[src/hdl/sbcp_pkg.sv]
// Package for the serial bootloader command parser: types, codes and constants.
package sbcp_pkg;

  localparam int unsigned PageBytesDefault = 64;

  typedef struct packed {
    logic [1:0] func;
    logic [7:0] rx_data;
  } sbcp_in_t;

  typedef struct packed {
    logic [2:0]  kind;
    logic [7:0]  tx_byte;
    logic [15:0] flash_address;
    logic [15:0] fill_word;
    logic        last;
  } sbcp_out_t;

  localparam logic [1:0] FuncSerial  = 2'd0;
  localparam logic [1:0] FuncFlash   = 2'd1;
  localparam logic [1:0] FuncTimeout = 2'd2;

  localparam logic [2:0] KindTx    = 3'd0;
  localparam logic [2:0] KindErase = 3'd1;
  localparam logic [2:0] KindFill  = 3'd2;
  localparam logic [2:0] KindWrite = 3'd3;
  localparam logic [2:0] KindRead  = 3'd4;
  localparam logic [2:0] KindRange = 3'd5;
  localparam logic [2:0] KindStart = 3'd6;

  localparam logic [1:0] RegSig = 2'd0;
  localparam logic [1:0] RegDev = 2'd1;
  localparam logic [1:0] RegEnd = 2'd2;

  localparam logic [7:0] ChCr  = 8'h0D;
  localparam logic [7:0] ChEsc = 8'h1B;
  localparam logic [7:0] ChQm  = 8'h3F;
  localparam logic [7:0] ChY   = 8'h59;
  localparam logic [7:0] ChS   = 8'h53;

  // Command bytes from the host.
  localparam logic [7:0] CmdEnterProg = 8'h50;
  localparam logic [7:0] CmdLeaveProg = 8'h4C;
  localparam logic [7:0] CmdAutoInc   = 8'h61;
  localparam logic [7:0] CmdSetAddr   = 8'h41;
  localparam logic [7:0] CmdChipErase = 8'h65;
  localparam logic [7:0] CmdSelDevice = 8'h54;
  localparam logic [7:0] CmdReadSig   = 8'h73;
  localparam logic [7:0] CmdSwIdent   = 8'h53;
  localparam logic [7:0] CmdDevCodes  = 8'h74;
  localparam logic [7:0] CmdProgType  = 8'h70;
  localparam logic [7:0] CmdBlockInfo = 8'h62;
  localparam logic [7:0] CmdBlockLoad = 8'h42;
  localparam logic [7:0] CmdBlockRead = 8'h67;
  localparam logic [7:0] CmdExit      = 8'h45;

  // Reply sequence that the controller starts in the datapath.
  typedef enum logic [3:0] {
    SEQ_NONE, SEQ_CR, SEQ_Y, SEQ_QM, SEQ_RANGE, SEQ_SIG, SEQ_IDENT,
    SEQ_DEV, SEQ_PS, SEQ_SIZE, SEQ_EXIT, SEQ_START, SEQ_LOAD, SEQ_READ,
    SEQ_RELAY
  } sbcp_seq_e;

  typedef struct packed {
    logic      start;
    sbcp_seq_e seq;
    logic [7:0] data;
  } sbcp_cmd_t;

  typedef struct packed {
    logic busy;
  } sbcp_stat_t;

  function automatic logic [7:0] ident_byte(input logic [2:0] i);
    logic [7:0] r;
    case (i)
      3'd0: r = 8'h41;
      3'd1: r = 8'h56;
      3'd2: r = 8'h52;
      3'd3: r = 8'h42;
      3'd4: r = 8'h4F;
      3'd5: r = 8'h4F;
      3'd6: r = 8'h54;
      default: r = 8'h00;
    endcase
    return r;
  endfunction

endpackage

[src/hdl/sbcp_ctrl.sv]
// Parser controller: tracks argument progress and picks the reply sequence for each request.
module sbcp_ctrl #(
  parameter int unsigned PageBytes = sbcp_pkg::PageBytesDefault
) (
  input  logic                 clk_i,
  input  logic                 rst_ni,
  input  logic                 in_valid_i,
  output logic                 in_stall_o,
  input  sbcp_pkg::sbcp_in_t   in_data_i,
  input  logic                 dp_busy_i,
  output sbcp_pkg::sbcp_cmd_t  cmd_o,
  output logic                 buf_we_o,
  output logic [$clog2(PageBytes)-1:0] buf_addr_o,
  output logic                 addr_hi_we_o,
  output logic                 addr_lo_we_o,
  output logic                 cnt_hi_we_o,
  output logic                 cnt_lo_we_o,
  input  logic [15:0]          byte_count_i,
  input  logic                 read_more_i
);
  import sbcp_pkg::*;

  localparam int unsigned IdxW = $clog2(PageBytes);
  localparam logic [6:0] LoadMax = 7'(PageBytes);

  typedef enum logic [5:0] {
    M_IDLE = 6'b000001, M_ADDR = 6'b000010, M_TYPE = 6'b000100,
    M_HDR  = 6'b001000, M_LOAD = 6'b010000, M_READ = 6'b100000
  } mode_e;

  mode_e mode_q, mode_d;
  logic [1:0] arg_q, arg_d;
  logic is_load_q, is_load_d;
  logic [6:0] lidx_q, lidx_d;
  logic halted_q, halted_d;
  logic acc;

  assign in_stall_o = dp_busy_i;
  assign acc = in_valid_i && !dp_busy_i;
  assign buf_addr_o = lidx_q[IdxW-1:0];

  always_comb begin
    mode_d = mode_q; arg_d = arg_q; is_load_d = is_load_q;
    lidx_d = lidx_q; halted_d = halted_q;
    cmd_o = '{start: 1'b0, seq: SEQ_NONE, data: in_data_i.rx_data};
    buf_we_o = 1'b0; addr_hi_we_o = 1'b0; addr_lo_we_o = 1'b0;
    cnt_hi_we_o = 1'b0; cnt_lo_we_o = 1'b0;
    if (acc && !halted_q) begin
      if (in_data_i.func == FuncTimeout) begin
        cmd_o.start = 1'b1; cmd_o.seq = SEQ_START;
        halted_d = 1'b1; mode_d = M_IDLE;
      end else if (in_data_i.func == FuncFlash) begin
        if (mode_q == M_READ) begin
          cmd_o.start = 1'b1; cmd_o.seq = SEQ_RELAY;
          if (!read_more_i) mode_d = M_IDLE;
        end
      end else if (in_data_i.func == FuncSerial) begin
        case (mode_q)
          M_IDLE: begin
            cmd_o.start = 1'b1;
            case (in_data_i.rx_data)
              CmdEnterProg, CmdLeaveProg: cmd_o.seq = SEQ_CR;
              CmdAutoInc: cmd_o.seq = SEQ_Y;
              CmdSetAddr: begin cmd_o.seq = SEQ_NONE; mode_d = M_ADDR; arg_d = 2'd0; end
              CmdChipErase: cmd_o.seq = SEQ_RANGE;
              CmdSelDevice: begin cmd_o.seq = SEQ_NONE; mode_d = M_TYPE; end
              CmdReadSig: cmd_o.seq = SEQ_SIG;
              CmdSwIdent: cmd_o.seq = SEQ_IDENT;
              CmdDevCodes: cmd_o.seq = SEQ_DEV;
              CmdProgType: cmd_o.seq = SEQ_PS;
              CmdBlockInfo: cmd_o.seq = SEQ_SIZE;
              CmdBlockLoad, CmdBlockRead: begin
                cmd_o.seq = SEQ_NONE; mode_d = M_HDR; arg_d = 2'd0;
                is_load_d = (in_data_i.rx_data == CmdBlockLoad);
              end
              CmdExit: begin cmd_o.seq = SEQ_EXIT; halted_d = 1'b1; end
              ChEsc: cmd_o.seq = SEQ_NONE;
              default: cmd_o.seq = SEQ_QM;
            endcase
          end
          M_ADDR: begin
            if (arg_q == 2'd0) begin
              addr_hi_we_o = 1'b1; arg_d = 2'd1;
            end else begin
              addr_lo_we_o = 1'b1; arg_d = 2'd0; mode_d = M_IDLE;
              cmd_o.start = 1'b1; cmd_o.seq = SEQ_CR;
            end
          end
          M_TYPE: begin
            mode_d = M_IDLE; cmd_o.start = 1'b1; cmd_o.seq = SEQ_CR;
          end
          M_HDR: begin
            if (arg_q == 2'd0) begin
              cnt_hi_we_o = 1'b1; arg_d = 2'd1;
            end else if (arg_q == 2'd1) begin
              cnt_lo_we_o = 1'b1; arg_d = 2'd2;
            end else begin
              arg_d = 2'd0; lidx_d = '0;
              if (is_load_q) begin
                if (byte_count_i == 16'd0) begin
                  cmd_o.start = 1'b1; cmd_o.seq = SEQ_LOAD; mode_d = M_IDLE;
                end else mode_d = M_LOAD;
              end else if (byte_count_i == 16'd0) begin
                mode_d = M_IDLE;
              end else begin
                mode_d = M_READ; cmd_o.start = 1'b1; cmd_o.seq = SEQ_READ;
              end
            end
          end
          M_LOAD: begin
            buf_we_o = 1'b1; lidx_d = lidx_q + 7'd1;
            // The load size is clamped to one page.
            if (({9'd0, lidx_d} >= byte_count_i) || (lidx_d >= LoadMax)) begin
              mode_d = M_IDLE; cmd_o.start = 1'b1; cmd_o.seq = SEQ_LOAD;
            end
          end
          default: ;
        endcase
      end
    end
  end

  always_ff @(posedge clk_i or negedge rst_ni) begin
    if (!rst_ni) begin
      mode_q <= M_IDLE; arg_q <= '0; is_load_q <= 1'b0;
      lidx_q <= '0; halted_q <= 1'b0;
    end else begin
      mode_q <= mode_d; arg_q <= arg_d; is_load_q <= is_load_d;
      lidx_q <= lidx_d; halted_q <= halted_d;
    end
  end
endmodule

[src/hdl/sbcp_dp.sv]
// Datapath: address and count registers, page buffer and the result sequencer.
module sbcp_dp #(
  parameter int unsigned PageBytes = sbcp_pkg::PageBytesDefault
) (
  input  logic                 clk_i,
  input  logic                 rst_ni,
  input  sbcp_pkg::sbcp_cmd_t  cmd_i,
  output logic                 busy_o,
  input  logic                 buf_we_i,
  input  logic [$clog2(PageBytes)-1:0] buf_addr_i,
  input  logic                 addr_hi_we_i,
  input  logic                 addr_lo_we_i,
  input  logic                 cnt_hi_we_i,
  input  logic                 cnt_lo_we_i,
  output logic [15:0]          byte_count_o,
  output logic                 read_more_o,
  input  logic [23:0]          sig_i,
  input  logic [7:0]           dev_i,
  input  logic [15:0]          end_i,
  output logic                 out_valid_o,
  input  logic                 out_stall_i,
  output sbcp_pkg::sbcp_out_t  out_data_o
);
  import sbcp_pkg::*;

  localparam int unsigned IdxW = $clog2(PageBytes);
  localparam logic [15:0] PageSize = 16'(PageBytes);

  logic [7:0] mem [PageBytes];
  logic [7:0] rd_q;
  logic [IdxW-1:0] rd_addr;
  logic rd_en;

  logic [15:0] taddr_q, taddr_d, base_q, base_d, cnt_q, cnt_d;
  sbcp_seq_e seq_q, seq_d;
  logic [6:0] step_q, step_d;
  logic [1:0] lo_q, lo_d;
  logic [7:0] data_q, data_d;
  logic ov_q, ov_d;
  sbcp_out_t od_q, od_d;
  logic emit;
  sbcp_out_t e;
  logic done;
  logic [15:0] cnt_dec;

  assign byte_count_o = cnt_q;
  assign cnt_dec = cnt_q - 16'd1;
  assign read_more_o = (cnt_dec != 16'd0);
  assign busy_o = (seq_q != SEQ_NONE) || (ov_q && out_stall_i);
  assign out_valid_o = ov_q;
  assign out_data_o = od_q;

  always_ff @(posedge clk_i) begin
    if (buf_we_i) mem[buf_addr_i] <= cmd_i.data;
    if (rd_en) rd_q <= mem[rd_addr];
  end

  // Load: step 0 issues the erase. From step 64 each word takes three steps:
  // read the low byte, read the high byte, then issue the fill. The write
  // follows the last word and step 1 sends the CR.
  always_comb begin
    taddr_d = taddr_q; base_d = base_q; cnt_d = cnt_q;
    seq_d = seq_q; step_d = step_q; lo_d = lo_q; data_d = data_q;
    emit = 1'b0; done = 1'b0;
    e = '{kind: KindTx, tx_byte: 8'd0, flash_address: 16'd0, fill_word: 16'd0, last: 1'b0};
    rd_en = 1'b0; rd_addr = step_q[IdxW-1:0];
    if (addr_hi_we_i) taddr_d = {cmd_i.data, 8'd0};
    if (addr_lo_we_i) taddr_d = {taddr_q[14:8], cmd_i.data, 1'b0};
    if (cnt_hi_we_i) cnt_d = {cmd_i.data, 8'd0};
    if (cnt_lo_we_i) cnt_d = {cnt_q[15:8], cmd_i.data};
    if (cmd_i.start) begin
      seq_d = cmd_i.seq; step_d = '0; data_d = cmd_i.data;
      if (cmd_i.seq == SEQ_LOAD) begin
        base_d = taddr_q;
        if (cnt_q > PageSize) cnt_d = PageSize;
      end
    end else if (seq_q != SEQ_NONE && !(ov_q && out_stall_i)) begin
      step_d = step_q + 7'd1;
      case (seq_q)
        SEQ_CR: begin emit = 1'b1; e.tx_byte = ChCr; done = 1'b1; end
        SEQ_Y: begin emit = 1'b1; e.tx_byte = ChY; done = 1'b1; end
        SEQ_QM: begin emit = 1'b1; e.tx_byte = ChQm; done = 1'b1; end
        SEQ_PS: begin emit = 1'b1; e.tx_byte = ChS; done = 1'b1; end
        SEQ_START: begin emit = 1'b1; e.kind = KindStart; done = 1'b1; end
        SEQ_RANGE: begin
          emit = 1'b1;
          if (step_q == 7'd0) begin e.kind = KindRange; e.flash_address = end_i; end
          else begin e.tx_byte = ChCr; done = 1'b1; end
        end
        SEQ_EXIT: begin
          emit = 1'b1;
          if (step_q == 7'd0) e.tx_byte = ChCr;
          else begin e.kind = KindStart; done = 1'b1; end
        end
        SEQ_SIG: begin
          emit = 1'b1;
          case (step_q[1:0])
            2'd0: e.tx_byte = sig_i[23:16];
            2'd1: e.tx_byte = sig_i[15:8];
            default: begin e.tx_byte = sig_i[7:0]; done = 1'b1; end
          endcase
        end
        SEQ_IDENT: begin
          emit = 1'b1; e.tx_byte = ident_byte(step_q[2:0]);
          done = (step_q == 7'd6);
        end
        SEQ_DEV: begin
          emit = 1'b1;
          if (step_q == 7'd0) e.tx_byte = dev_i;
          else begin e.tx_byte = 8'd0; done = 1'b1; end
        end
        SEQ_SIZE: begin
          emit = 1'b1;
          case (step_q[1:0])
            2'd0: e.tx_byte = ChY;
            2'd1: e.tx_byte = PageSize[15:8];
            default: begin e.tx_byte = PageSize[7:0]; done = 1'b1; end
          endcase
        end
        SEQ_READ: begin
          emit = 1'b1;
          e.kind = KindRead; e.flash_address = taddr_q;
          taddr_d = taddr_q + 16'd1; done = 1'b1;
        end
        SEQ_RELAY: begin
          // Relay the flash byte to the host, then request the next one if any remain.
          emit = 1'b1;
          if (step_q == 7'd0) begin
            e.tx_byte = data_q; cnt_d = cnt_dec; done = !read_more_o;
          end else begin
            e.kind = KindRead; e.flash_address = taddr_q;
            taddr_d = taddr_q + 16'd1; done = 1'b1;
          end
        end
        SEQ_LOAD: begin
          if (step_q == 7'd0) begin
            emit = 1'b1; e.kind = KindErase; e.flash_address = base_q;
            step_d = 7'd64; lo_d = 2'b00;
          end else if (step_q[6]) begin
            step_d = step_q;
            if (taddr_q - base_q >= cnt_q) begin
              emit = 1'b1; e.kind = KindWrite; e.flash_address = base_q;
              step_d = 7'd1;
            end else if (!lo_q[0]) begin
              rd_en = 1'b1; rd_addr = IdxW'(taddr_q - base_q);
              lo_d = 2'b01;
            end else if (!lo_q[1]) begin
              data_d = rd_q;
              rd_en = 1'b1; rd_addr = IdxW'(taddr_q - base_q + 16'd1);
              lo_d = 2'b11;
            end else begin
              emit = 1'b1; e.kind = KindFill; e.flash_address = taddr_q;
              e.fill_word = {(taddr_q - base_q + 16'd1 < cnt_q) ? rd_q : 8'hFF, data_q};
              taddr_d = taddr_q + 16'd2; lo_d = 2'b00;
            end
          end else begin
            emit = 1'b1; e.tx_byte = ChCr; done = 1'b1;
          end
        end
        default: done = 1'b1;
      endcase
      e.last = done;
      if (done) seq_d = SEQ_NONE;
    end
    ov_d = ov_q; od_d = od_q;
    if (ov_q && !out_stall_i) ov_d = 1'b0;
    if (emit) begin ov_d = 1'b1; od_d = e; end
  end

  always_ff @(posedge clk_i or negedge rst_ni) begin
    if (!rst_ni) begin
      seq_q <= SEQ_NONE; ov_q <= 1'b0; step_q <= '0; lo_q <= '0;
      taddr_q <= '0; cnt_q <= '0;
    end else begin
      ov_q <= ov_d; step_q <= step_d; lo_q <= lo_d;
      taddr_q <= taddr_d; cnt_q <= cnt_d; seq_q <= seq_d;
    end
  end

  always_ff @(posedge clk_i) begin
    base_q <= base_d; data_q <= data_d; od_q <= od_d;
  end
endmodule

[src/hdl/serial_bootloader_command_parser_top.sv]
// Top level of the serial bootloader command parser with its register port.
//  channel | direction | payload     | handshake
//  in      | input     | sbcp_in_t   | in_valid_i / in_stall_o
//  out     | output    | sbcp_out_t  | out_valid_o / out_stall_i
//  apb     | input     | 3 regs      | psel / penable / pready
// Results are issued one per cycle unless the output stalls; a page load
// pauses to read both bytes of each word from the single buffer read port.
// Input is stalled while results remain to be issued or a result waits on a
// stalled output. Reset clears all control state; the page buffer holds no
// reset value.
module serial_bootloader_command_parser_top #(
  parameter int unsigned PageBytes = sbcp_pkg::PageBytesDefault
) (
  input  logic                clk_i,
  input  logic                rst_ni,
  input  logic                in_valid_i,
  output logic                in_stall_o,
  input  sbcp_pkg::sbcp_in_t  in_data_i,
  output logic                out_valid_o,
  input  logic                out_stall_i,
  output sbcp_pkg::sbcp_out_t out_data_o,
  input  logic                psel,
  input  logic                penable,
  input  logic                pwrite,
  input  logic [3:0]          paddr,
  input  logic [31:0]         pwdata,
  output logic [31:0]         prdata,
  output logic                pready
);
  import sbcp_pkg::*;

  localparam int unsigned IdxW = $clog2(PageBytes);

  logic [23:0] sig_q;
  logic [7:0] dev_q;
  logic [15:0] end_q;
  sbcp_cmd_t cmd;
  logic busy, buf_we, ahw, alw, chw, clw, more;
  logic [IdxW-1:0] baddr;
  logic [15:0] bcnt;

  assign pready = 1'b1;
  always_comb begin
    case (paddr[3:2])
      RegSig: prdata = {8'd0, sig_q};
      RegDev: prdata = {24'd0, dev_q};
      RegEnd: prdata = {16'd0, end_q};
      default: prdata = 32'd0;
    endcase
  end

  always_ff @(posedge clk_i or negedge rst_ni) begin
    if (!rst_ni) begin
      sig_q <= '0; dev_q <= '0; end_q <= '0;
    end else if (psel && penable && pwrite) begin
      case (paddr[3:2])
        RegSig: sig_q <= pwdata[23:0];
        RegDev: dev_q <= pwdata[7:0];
        RegEnd: end_q <= pwdata[15:0];
        default: ;
      endcase
    end
  end

  sbcp_ctrl #(.PageBytes(PageBytes)) u_ctrl (
    .clk_i, .rst_ni, .in_valid_i(in_valid_i), .in_stall_o(in_stall_o),
    .in_data_i(in_data_i), .dp_busy_i(busy), .cmd_o(cmd), .buf_we_o(buf_we),
    .buf_addr_o(baddr), .addr_hi_we_o(ahw), .addr_lo_we_o(alw),
    .cnt_hi_we_o(chw), .cnt_lo_we_o(clw),
    .byte_count_i(bcnt), .read_more_i(more)
  );

  sbcp_dp #(.PageBytes(PageBytes)) u_dp (
    .clk_i, .rst_ni, .cmd_i(cmd), .busy_o(busy), .buf_we_i(buf_we),
    .buf_addr_i(baddr), .addr_hi_we_i(ahw), .addr_lo_we_i(alw),
    .cnt_hi_we_i(chw), .cnt_lo_we_i(clw),
    .byte_count_o(bcnt), .read_more_o(more), .sig_i(sig_q), .dev_i(dev_q),
    .end_i(end_q), .out_valid_o(out_valid_o), .out_stall_i(out_stall_i),
    .out_data_o(out_data_o)
  );
endmodule

[config.mk]
export PLATFORM = sky130hd
export DESIGN_NAME = serial_bootloader_command_parser_top
export DESIGN_NICKNAME = d
export VERILOG_FILES = /design/src/hdl/sbcp_pkg.sv /design/src/hdl/sbcp_ctrl.sv /design/src/hdl/sbcp_dp.sv /design/src/hdl/serial_bootloader_command_parser_top.sv
export SDC_FILE = /design/constraint.sdc
export NUM_CORES = 1
export LEC_CHECK = 0
export BUFFER_PORTS_ARGS = -buffer_cell sky130_fd_sc_hd__buf_2
export CORE_UTILIZATION = 55
export DETAILED_ROUTE_END_ITERATION = 12
export GPL_TIMING_DRIVEN = 0
export PLACE_DENSITY = 0.76
export SYNTH_ARGS = -nofsm -noshare
export SYNTH_HDL_FRONTEND = slang
export SYNTH_SLANG_ARGS = --single-unit
[constraint.sdc]
create_clock -name clk_i -period 6 [get_ports clk_i]
set_input_delay 0.3 -clock clk_i [delete_from_list [all_inputs] [get_ports clk_i]]
set_output_delay 0.3 -clock clk_i [all_outputs]
set_load 0.05 [all_outputs]
==> impl_results.md, run 1 <==
- Reg2Reg Setup Slack: -0.16 ns
- Row cnt: around 90
- Pre-antenna DRT Iters: 7
- Status: complete, but fails checks
- Core area: ~60,000 sq um
- CTS buffer count: 75
- Gpl congestion: 0.956
- Layout cells sized above 1: 0.173
- Final nets: 3,274
- ANT nets after route: 0
- Crit path largest cell delay: 0.56 ns
- Drt via density: 6.39
- Max VDD drop: ~0.00029 V
- Syn Std Cell Area: 33,300 sq um
- Crit Reg-Reg Startpoint: u_dp.base_q[0]
- Clk buf depth: 3
- Top cells by area, synth: edfxtp_1 (53%), dfrtp_1 (8.3%), nand2_1 (6.0%), a21oi_1 (2.8%), ha_1 (2.8%)
- Global route hottest layer: met2
- Startpoint types: flop
- Sw Share: 0.224
- Met1 GRT Util: 0.414
- Largest net degree at the start of global routing: 73
- Buffers & Inverters on Critical Path: 3
- Yosys cell types: 91
- Crit-path slowest cell: or4_4
- Die ar.: 61,400 sq um
- Met3 GRT Util: 0.0489
- Die Wd: 248 um
- Starting Density: 0.560
- P_int: 8.05 mW
- Fmax: about 160 MHz
- Die Y: 248 um
- Critical path class: flop to flop
- Area share of the largest cell type after synthesis: 0.531
- Seq/Total Area, Yosys: 0.615
- Pwr dens: 268 nW/um^2
- H-Tree Depth: 3
- Synth async-reset ratio: 0.159
- Final core utilization: 0.654
- CTS tree: yes
- Buffers on Ports: 112
- Top cell type by total area after synthesis: edfxtp_1
- Worst Skew: approximately 0.025 ns
- Synthesized flop and latch total: roughly 700
- Root buf cell: clkbuf_16
- Area of the multi-input gates: 12,500 sq um
- Final WL: 97,300 um
- Final cell count without fillers: 3,975
- Post-layout min period: 6.16 ns
- Hold Fails Final Rpt: 0
- Slew Viols, Final: 0
- Initial DRC Count: 3,271
- Worst Path Arrival: 6.46 ns
- Final setup fails: 8
- Worst hold endpoint: u_ctrl.halted_q
- Worst Setup End Kind: flop
- LEAKAGE: 14.3 nW
- Vias: 25,415
- Hold depth: 3
- Clock network power share: 0.439
- Gate Count Post-Synth: 2,893
- EDFF count, synth: about 590
- Gr usage total: 0.313
- Post-synth top flop: edfxtp_1
- Tcrit/Tclk final: 1.03
- Worst-path clk slew: around 0.060 ns
- Slew headroom: 0.0253
- Failing checks: negative setup slack
- Clk Latency, worst-skew pair: 0.65 ns
- DRC violations left: 0
- Logic pwr share: 0.040
- Worst R2R Path Depth: 26
- Clock sinks: 699
- Synth Warn #: 0
- Seq pwr share: 0.522
- Most frequent cell after synthesis: edfxtp_1
- Worst-path maximum fanout: 7
- Global-route wire length before repair: 144,000 um
- Critical R2R Capture: u_dp.rd_q[4]
- Area growth syn-to-layout: 16.7%
- Total gr overflow: 0
- Vias in the first global route: between 20,000 and 25,000
- Worst EP required: 6.30 ns
- Initial antenna violation count: 0
- Detailed placer's ending HPWL: 64,900 um
- Max-cap violation count: 0
- Placed cells: 3,788
- Fill count: 4,362
- Synth Area per Inst: 11.5 sq um
- Hold path start: in_data_i[8]
- Sequential cell area: 20,400 sq um
- RSZ-0062 raised after global routing: yes
- Crit-path leading delay family: simple AND/OR/NAND/NOR gates
- IO Count: between 100 and 150
- Synth cell count leaders: edfxtp_1 (588), nand2_1 (531), nor2_1 (199)
- Per-cell routed wire length: 24.5 um
- Ant diodes: 0
- Worst-margin pin slew: roughly 1.5 ns
- Setup WS post-layout: -0.159 ns
- Worst min-delay path class: input pin to flop
- Switching power: 2.33 mW
- GR Layer Usage met2: 0.495
-- layout make-up --
cell class / instances / area share
flip-flops and latches: 699 / 0.527
multi-input cells: 1957 / 0.323
clock buffers: 100 / 0.0513
repair buffers: 171 / 0.0308
plain buffers: 177 / 0.0269
well taps: 773 / 0.0249
clock inverters: 33 / 0.0104
inverters: 65 / 0.00642
-- worst reg2reg max path: stages (launching register included) --
cell and delay (ns):
edfxtp_1 0.44, ha_4 0.21, fa_2 0.38, nand2b_4 0.17
a211oi_2 0.27, o21ai_2 0.11, a21bo_2 0.25, a21oi_4 0.17
o311a_1 0.19, o21a_1 0.11, nor2_1 0.06, xnor2_2 0.18
ha_1 0.27, nand2_2 0.12, o21ai_4 0.09, nor3_4 0.30
a21oi_4 0.11, or4_4 0.56, o2111a_1 0.17, buf_6 0.15
buf_12 0.15, buf_12 0.16, mux2i_4 0.21, o21ai_2 0.09
nor4_2 0.43, or4_4 0.25, nand4_1 0.23
-- sequential cells by signal, summed over array words and instances, names as in the netlist, 16 cells and up --
signal,cells
end_q,16
sig_q,24
u_dp.base_q,16
u_dp.byte_count_o,16
u_dp.mem,512
u_dp.out_data_o,44
u_dp.taddr_q,16
-- how the worst max path moves through the flow --
stage / slack, ns / start / to / cells after the start
after floorplan: 0.57 / u_dp.taddr_q[1] / u_dp.rd_q[5] / 27
after global placement: -1.51 / u_dp.taddr_q[1] / u_dp.rd_q[4] / 25
after detailed placement: -1.68 / u_dp.taddr_q[1] / u_dp.rd_q[4] / 25
after CTS: -0.005 / u_dp.base_q[1] / u_dp.rd_q[4] / 25
after global routing: -0.22 / u_dp.base_q[1] / u_dp.rd_q[4] / 27
final: -0.16 / u_dp.base_q[0] / u_dp.rd_q[4] / 26
-- per-layer routing --
metal,up-vias,routed length [um]
met3,275,8490
met1,12414,37600
li1,11208,-
met4,0,5650
met5,-,0
met2,1518,45500
-- power groups by stage --
stage          clock, mW  sequential [mW]  combinational, mW
2_1_floorplan          0             5.47              0.236
3_3_place_gp           0             5.51              0.382
4_1_cts             4.56             5.42              0.411
3_5_place_dp           0             5.52              0.397
6_report            4.56             5.42              0.412
5_1_grt             4.75             5.42              0.441
-- cells by family (layout without fill, tap and decap cells) --
| group | count (synthesis) | count (layout) | synth area share |
|---|---|---|---|
| muxes | 150 | 150 | 0.0476 |
| DFF | 699 | 699 | 0.615 |
| other | 2 | 9 | 0.000226 |
| xor gates and xnor gates | 59 | 59 | 0.0158 |
| adders and majority gates | 75 | 75 | 0.0284 |
| buffers and inverters | 244 | 546 | 0.0333 |
| and+or+nand+nor | 1107 | 1107 | 0.152 |
| AOI/OAI and AO/OA | 557 | 557 | 0.108 |
-- timing repair --
action                                  in CTS  in global routing
hold buffers                                25                  0
resized for setup                          149                103
setup buffers                               20                  7
cloned                                       3                  1
endpoints found under the setup margin      66                 18
pin swaps                                   41                 40
endpoints found under the hold margin      100                  0
-- layout by cell type (no fill, tap or decap), types with 13 or more instances in the layout --
cell and n:
clkbuf_1 103, nand2_1 527, dfrtp_1 108, a22o_1 19
nor4_2 25, nand2b_1 14, ha_1 71, inv_1 59
and2_1 14, edfxtp_1 588, buf_4 62, o21a_1 17
a31oi_1 33, nor3b_1 13, nand3_1 68, nor2_1 196
o21ai_1 15, xor2_1 25, a22oi_1 19, a21oi_2 27
xnor2_1 31, nor2b_1 16, mux2_2 64, nor3_1 48
a32oi_1 21, nand4_1 40, a222oi_1 16, a21oi_1 157
o21ai_0 93, o31ai_1 18, buf_6 15, dlygate4sd3_1 25
clkbuf_16 77, buf_2 127, mux2i_1 75, and3_1 56
-- through the flow --
stage | area (sq um) | power [mW] | TNS, ns | worst slack, ns | hold WS (ns)
6_report | 38800 | 10.4 | -0.648 | -0.159 | 0.179
5_1_grt | 38800 | 10.6 | -1.35 | -0.220 | 0.188
4_1_cts | 38300 | 10.4 | -0.00531 | -0.00531 | 0.154
3_5_place_dp | 34900 | 5.91 | -23.75 | -1.68 | 0.340
3_3_place_gp | 34800 | 5.89 | -56.01 | -1.51 | 0.462
2_1_floorplan | 33300 | 5.71 | 0 | 0.569 | 0.00441
No activity file was read; power rests on OpenSTA's default activity.
==> inputs of run 2 (changes only) <==
CORE_MARGIN = 2   (was unset)
PLACE_DENSITY = 0.73   (was 0.76)
clock period = 6.5 ns   (was 6 ns; I/O delays follow)
==> impl_results.md, run 2 (synthesized netlist as in run 1, its figures left out) <==
- Worst Skew: 0.0259 ns
- Largest net degree at the start of global routing: 91
- Row cnt: 90
- Sequential cell area: 20,400 sq um
- Worst Setup End Kind: flop
- Tcrit/Tclk final: 0.981
- Post-layout min period: 6.38 ns
- Max VDD drop: 0.000267 V
- H-Tree Depth: 3
- Critical path class: flop to flop
- Fill count: 4,538
- Final WL: 96,000 um
- Seq pwr share: 0.520
- Per-cell routed wire length: about 24 um
- Pwr dens: 252 nW/um^2
- Buffers on Ports: 112
- Total gr overflow: 0
- Ant diodes: 0
- Most flop-heavy register: u_dp.mem
- Logic pwr share: 0.040
- Worst min-delay path class: input pin to asynchronous set/reset pin
- Largest register FFs: 512
- Switching power: 2.10 mW
- Drt via density: about 6.3
- Die Y: 250 um
- Root buf cell: clkbuf_16
- LEAKAGE: around 14 nW
- Starting Density: 0.554
- Initial DRC Count: 3,343
- Worst EP required: 6.92 ns
- CTS buffer count: 73
- Gr usage total: 0.303
- Dpl ws: -1.15 ns
- Most frequent cells in the layout: edfxtp_1 (588), nand2_1 (529), nor2_1 (197)
- Clock sinks: 699
- Global-route wire length before repair: 144,000 um
- Routed wl met2: 45,000 um
- Wl on met1: approximately 37,000 um
- P_int: 7.52 mW
- Final setup fails: 0
- Initial antenna violation count: 1
- DRC violations left: 0
- Clock network power share: 0.441
- Slew Viols, Final: 0
- Hold_ws: 0.128 ns
- Clk buf depth: 3
- Area of the multi-input gates: 12,100 sq um
- Worst-path maximum fanout: 10
- Worst-margin pin slew: between 1 and 1.5 ns
- Gpl congestion: between 0.9 and 1
- CTS tree: yes
- Core area: 60,000 sq um
- Worst Path Arrival: 6.80 ns
- ANT nets after route: 0
- Status: finished clean
- Final nets: 3,257
- Vias in the first global route: 24,275
- Clk Latency, worst-skew pair: between 0.6 and 0.7 ns
- Final cell count without fillers: about 4,000
- Startpoint types: flop
- IO Count: ~130
- Max-cap violation count: 0
- Final core utilization: 0.635
- Placed cells: 3,798
- Hold Fails Final Rpt: 0
- Worst-path clk slew: 0.06 ns
- Detailed placer's ending HPWL: ~65,000 um
- Top Metal Used: met5
- Slew headroom: 0.0902
- Total power: 9.62 mW
- Fmax: 157 MHz
- Commonest non-fill, non-tap cell in the layout: edfxtp_1
- Layout cells sized above 1: 0.150
- Vias: 25,168
- Die ar.: about 62,000 sq um
- Sw Share: 0.218
- Metal3 WL: 8540 um
- Die Wd: 250 um
- Pre-antenna DRT Iters: 7
- Area growth syn-to-layout: 14.6%
- Setup WS post-layout: 0.123 ns
==> run 2: cell types whose count changed in the layout (fill, tap and decap cells not counted), sizes merged <==
cell      before  now
inv           68   67
buf          224  210
clkinvlp       0    4
bufbuf         1    0
bufinv         5    8
clkinv        25   29
clkbuf       198  188
==> run 2: worst max-delay path, stage by stage, from the launching register on <==
cell and delay, ns:
edfxtp_1 0.45, inv_1 0.09, ha_1 0.22, nor2b_1 0.17, o311ai_2 0.33, a21oi_2 0.14
o21ai_2 0.18, a21oi_1 0.13, nor2_1 0.11, o21bai_1 0.13, a2111oi_2 0.40, nor3_1 0.12
xnor2_1 0.26, ha_1 0.30, a21oi_1 0.19, o21ai_2 0.11, nor3_4 0.21, a21o_2 0.28
nand3_2 0.22, a22oi_2 0.38, nand2_1 0.23, clkbuf_2 0.26, a21oi_1 0.27, nor4_2 0.12
or4_1 0.63, nand4_1 0.24
==> run 2: final timing paths <==
path                                 start               to  depth (start not counted)  slack [ns]
setup reg to reg            u_dp.base_q[1]     u_dp.rd_q[3]                         25        0.12
max in group asynchronous           rst_ni        sig_q[23]                          3        5.54
hold / removal                      rst_ni  u_ctrl.halted_q                          2        0.13
hold reg to reg            u_dp.taddr_q[6]   u_dp.base_q[6]                          0        0.49
min in group clk_i            in_data_i[8]  u_ctrl.halted_q                          3        0.22
setup / recovery            u_dp.base_q[1]     u_dp.rd_q[3]                         25        0.12
==> run 2: timing repair <==
item                                    in CTS  in global routing
endpoints found under the setup margin      29                 15
hold endpoints to repair                   109                  0
setup buffers                                2                 12
resized for setup                           62                 45
pin swaps                                    4                 12
hold buffers                                25                  0
==> run 2: power groups by stage <==
stage	Combinational (mW)	Sequential [mW]	Clock [mW]
global route	0.407	5.00	4.45
floorplan	0.218	5.05	0
global placement	0.353	5.09	0
detailed placement	0.367	5.09	0
CTS	0.379	5.00	4.27
finish	0.381	5.00	4.24
==> run 2: routing by layer <==
metal,up-vias,track usage
met5,-,0
met4,2,0.160
met3,263,0.0508
met2,1454,0.485
met1,12285,0.400
li1,11164,-
==> run 2: cell type report <==
class | count | area share
Clock inverter | 43 | 0.0123
Timing Repair Buffer | 155 | 0.0268
Multi-Input combinational cell | 1957 | 0.316
Inverter | 65 | 0.00647
Tap cell | 782 | 0.0257
Buffer | 178 | 0.0247
Sequential cell | 699 | 0.536
Clock buffer | 90 | 0.0513
==> run 2: metrics by stage <==
stage	instance area [sq um]	setup TNS [ns]
6_report	38100	0
3_3_place_gp	34800	-64.39
5_1_grt	38100	-0.0558
2_1_floorplan	33300	0
3_5_place_dp	34900	-10.40
4_1_cts	37800	0
